==> config.mk <==
export PLATFORM = sky130hd
export DESIGN_NAME = msmc_ctrl
export DESIGN_NICKNAME = d
export VERILOG_FILES = /design/src/rtl/msmc_pkg.sv /design/src/rtl/msmc_ctrl.sv
export SDC_FILE = /design/constraint.sdc
export NUM_CORES = 1
export LEC_CHECK = 0
export BUFFER_PORTS_ARGS = -buffer_cell sky130_fd_sc_hd__clkbuf_2
export CELL_PAD_IN_SITES_DETAIL_PLACEMENT = 1
export CELL_PAD_IN_SITES_GLOBAL_PLACEMENT = 2
export CORE_AREA = 2 2 39 41
export DETAILED_ROUTE_END_ITERATION = 10
export DIE_AREA = 0 0 41 43
export HOLD_SLACK_MARGIN = 0.12
export PLACE_DENSITY = 0.4
export SYNTH_ARGS = -nofsm -noshare
export SYNTH_HDL_FRONTEND = slang
export SYNTH_SLANG_ARGS = --single-unit
==> constraint.sdc <==
create_clock -name clk -period 1.4 [get_ports clk]
set_clock_uncertainty 0.2 [all_clocks]
set_input_delay 0.28 -clock clk [delete_from_list [all_inputs] [get_ports clk]]
set_output_delay 0.28 -clock clk [all_outputs]
set_load 0.03 [all_outputs]
==> src/rtl/msmc_pkg.sv <==
// Shared types and codes for the max-tracking stack.
// Request/result payload structs, request and status codes, datapath command struct.
`timescale 1ns / 1ps

package msmc_pkg;

  localparam int DATA_WIDTH    = 32;
  localparam int DEPTH_DEFAULT = 256;
  localparam int OCC_W         = 9;

  // request codes; the unused code behaves as a peek
  localparam logic [1:0] REQ_PUSH = 2'd0;
  localparam logic [1:0] REQ_POP  = 2'd1;
  localparam logic [1:0] REQ_PEEK = 2'd2;

  // status codes
  localparam logic [1:0] STAT_OK    = 2'd0;
  localparam logic [1:0] STAT_EMPTY = 2'd1;
  localparam logic [1:0] STAT_FULL  = 2'd2;

  typedef struct packed {
    logic [1:0]                   req_type;
    logic signed [DATA_WIDTH-1:0] push_value;
  } msmc_in_t;

  typedef struct packed {
    logic [1:0]                   status;
    logic signed [DATA_WIDTH-1:0] top_value;
    logic signed [DATA_WIDTH-1:0] max_value;
    logic                         is_empty;
    logic [OCC_W-1:0]             occupancy;
  } msmc_out_t;

  // controller -> datapath
  typedef struct packed {
    logic load;    // capture the request
    logic exec;    // update stacks, issue refill reads
    logic finish;  // take refill data, build the result
  } msmc_cmd_t;

endpackage

==> src/rtl/msmc_ctrl.sv <==
// Sequencer for the max-tracking stack: idle, execute, finish.
// Depends on msmc_pkg.
`timescale 1ns / 1ps

module msmc_ctrl
  import msmc_pkg::*;
(
  input  logic      clk,
  input  logic      rst_n,
  input  logic      start,
  output logic      busy,
  output msmc_cmd_t cmd,
  output logic      out_strobe
);

  localparam logic [1:0] S_IDLE = 2'd0;
  localparam logic [1:0] S_EXEC = 2'd1;
  localparam logic [1:0] S_FIN  = 2'd2;

  logic [1:0] state_r, state_nxt;
  logic       strobe_r;

  always_comb begin
    state_nxt = state_r;
    case (state_r)
      S_IDLE: if (start) state_nxt = S_EXEC;
      S_EXEC: state_nxt = S_FIN;
      S_FIN:  state_nxt = S_IDLE;
      default: state_nxt = S_IDLE;
    endcase
  end

  always_ff @(posedge clk) begin
    if (!rst_n) begin
      state_r  <= S_IDLE;
      strobe_r <= 1'b0;
    end else begin
      state_r  <= state_nxt;
      strobe_r <= (state_r == S_FIN);
    end
  end

  assign busy       = (state_r != S_IDLE);
  assign cmd.load   = start && (state_r == S_IDLE);
  assign cmd.exec   = (state_r == S_EXEC);
  assign cmd.finish = (state_r == S_FIN);
  assign out_strobe = strobe_r;

endmodule

After elaboration in Yosys (flattened, before gate mapping). Index checks and enable logic that the tools add are counted.

Flip-flop bits (word level): 3. Input bits: 3.

Equal/unequal tests: 3. Mux-type cells: 2. Reductions and logical operators: 3.

Operators by type and width (count): $pmux 2 s2 (1); $eq 2x1->1 const B (1); $eq 2x2->1 const B (1); $logic_not 2->1 (1); $mux 2 (1); $ne 2x2->1 const B (1); $reduce_bool 2->1 (1); $logic_and 1x1->1 (1).

Depth between registers and ports, before layout.
Word-level depth: 2. Mapped depth: 2. Gate-level depth less buffers: 1.

Least setup slack after synthesis. Ideal clock, no wire load.

Path kind: register to output. Start point: reg state_r[1]. End point: out cmd[2] (netlist name). Data arrival time: 1073 ps. Data required time: 920 ps. Slack: -153 ps. Stages on the path, launching flop included: 2. Buffers on the path: 0. Path through: dfxtp_1 -> nor3b_1.

RTL lines: start: declaration (line msmc_ctrl.sv:20) `logic [1:0] state_r, state_nxt;`; start signal: assignment (line msmc_ctrl.sv:38) `state_r <= state_nxt;`; end: declaration (line msmc_ctrl.sv:12) `output msmc_cmd_t cmd,`.

Worst setup path after layout.
Start point: reg state_r[0]. End point: out busy.

Word-level cells in the longest chain between the ends: 1.

Ends and longest elaborated chain: $reduce_bool 2->1 (line msmc_ctrl.sv:43) `assign busy = (state_r != S_IDLE);`; end: declaration (line msmc_ctrl.sv:11) `output logic busy,`.

Every way passes these cells.

==> metrics <==
run status finished, violations left; failing checks negative setup slack; die area 1763 um2; H-tree levels 1; Starting DRT DRC Count 0; post-route cell area 266.5 um2; met1 wire length approximately 120 um; cts bufs inserted 3; final cycle utilization of the critical path 103.7%; # diodes 0; critical path, cell by cell or2_4 > buf_8; highest clock rate 688.8 MHz; gpl congestion between 0.5 and 0.6; DRC violations left 0; slowest stage delay, CP 0.35 ns; Core Area approximately 1400 um2; antenna violations before repair 0; Setup TNS Final -0.1668 ns; Syn Std Cell Area 131.4 um2; Routed WL slightly above 300 um; Area growth syn-to-layout 102.9%; final hold vios 0; Setup Crit Path Kind reg2out; final setup fails 4; number of port buffers 7; fillers 163; fin crit period 1.452 ns; clock sink total 3; Slowest cell on crit path dfxtp_4; WP data arrival 0.97 ns; Syn Area/Cell 11.94 um2; die width slightly above 40 um; Slew @ Worst Pin between 0.15 and 0.2 ns; WL met2 158 um; Pwr Density 1158 nW/um2; CTS root buffer clkbuf_4; vias per std cell 3.289; DR pass1 iterations 1; deepest clock path buffer count 2; Cell Area, Placed about 180 um2; Starting Density under 10%; final setup margin -0.05177 ns; vias in the first global route 134; post-synthesis net count 14; largest net degree at the start of global routing 8; clock-pin slew on the worst setup and hold paths 0.04 ns; top sig layer met3; Max Cap Violations 0; All-Layer GR Usage 5.010%; FP Rows 14; peak supply drop 0.2806 mV; Hold Buf Count CTS 0; Required @ worst endpoint between 0.9 and 1 ns; stages on the worst setup path 2; first-pass GRT wire length ~520 um; CP max FO 5; Crit path max-delay family flip-flops; io pins 8; crit path capture type primary output; routed length on met3 29 um; Die Y-Extent 43 um; Hold Path Class in2reg; WP buf/inv 1; CTS tree yes; Routed Antenna Nets 0; DR vias 125; Synth cell types 7; FF+latch count, synth 3; worst skew pair latency approximately 0.23 ns; Mapped Cells 11; RSZ-0062 raised after global routing true; share of post-route cells with drive strength above 1 90.91%; YS warnings 0; Worst R2R Path Depth 2; Rel. slew slack 88.49%; startpoint types flip-flop; P_leak 0.1239 nW; wire per inst 7.974 um; Seq/Total Area, Yosys about 46%; pins over their slew limit 0; Total Nets Final 26; Hold Path Depth 2; grt total ovfl 0
[repair_timing]
item,in CTS,in global routing
endpoints found under the setup margin,4,4
buffers inserted,1,0
resized for setup,13,3
pin swaps,1,0
hold endpoints to repair,0,0
[synthesized netlist by cell type, drive strengths merged]
| cell type | count | share of area, % |
|---|---|---|
| dfxtp | 3 | 46 |
| and3b | 2 | 15 |
| nor3b | 1 | 5.7 |
| buf | 1 | 5.7 |
| or2 | 1 | 4.8 |
| and4bb | 1 | 9.5 |
| and2b | 2 | 13 |
[worst paths after layout]
path | start | endpoint | slack (ns)
min | rst_n | state_r[1] | 0.13
max | state_r[0] | busy | -0.05
min reg2reg | state_r[1] | out_strobe | 0.38
max reg2reg | state_r[0] | state_r[0] | 0.38
[metal layers]
metal	vias up	GRT usage (%)
met2	7	6.563
met1	60	4.473
met4	0	6.000
met3	0	3.141
li1	58	-
met5	-	0
[power breakdown]
group / switching [mW] / leakage (nW) / internal [mW]
Sequential: 0.00466 / 0.0259 / 0.0880
Clock: 0.0475 / 0.0150 / 0.107
Combinational: 0.0271 / 0.0830 / 0.0343
Total: 0.0793 / 0.124 / 0.229
[area by class of cell]
| cell class | count | area (um2) | area share, % |
|---|---|---|---|
| Sequential cell | 3 | 67.56 | 25.35 |
| Clock buffer | 4 | 26.28 | 9.859 |
| Timing Repair Buffer | 8 | 81.33 | 30.52 |
| Tap cell | 16 | 20.02 | 7.512 |
| Multi-Input combinational cell | 7 | 71.32 | 26.76 |
[state kept, by name, indices dropped and copies added (netlist names)]
register / flops
out_strobe: 1
state_r: 2
[logic make-up (layout without fill, tap and decap cells)]
logic type | Yosys count | count (layout) | share of synthesized area, %
buf+inv | 1 | 12 | 5.716
simple gates | 7 | 7 | 48.58
flops | 3 | 3 | 45.72
[placed cells by master (no fill, tap or decap)]
master	count
dfxtp_1	1
buf_8	3
clkbuf_1	1
and3b_2	2
nor3b_2	1
clkbuf_2	3
and2b_2	2
and4bb_2	1
or2_4	1
dfxtp_4	2
clkbuf_4	3
buf_4	1
clkbuf_8	1
[per-stage QoR]
stage	hold WS, ns	utilization [%]	std cells	setup WS (ns)	total power [mW]
2_1_floorplan	0.2572	-	11	0.1315	0.1264
3_3_place_gp	0.3679	13.29	33	0.09479	0.1364
3_5_place_dp	0.3768	13.29	33	0.08167	0.1370
4_1_cts	0.1309	18.99	38	-0.07440	0.3107
5_1_grt	0.1417	19.26	38	-0.09130	0.3323
6_report	0.1348	19.26	38	-0.05177	0.3086
(Power assumes the default switching activity.)
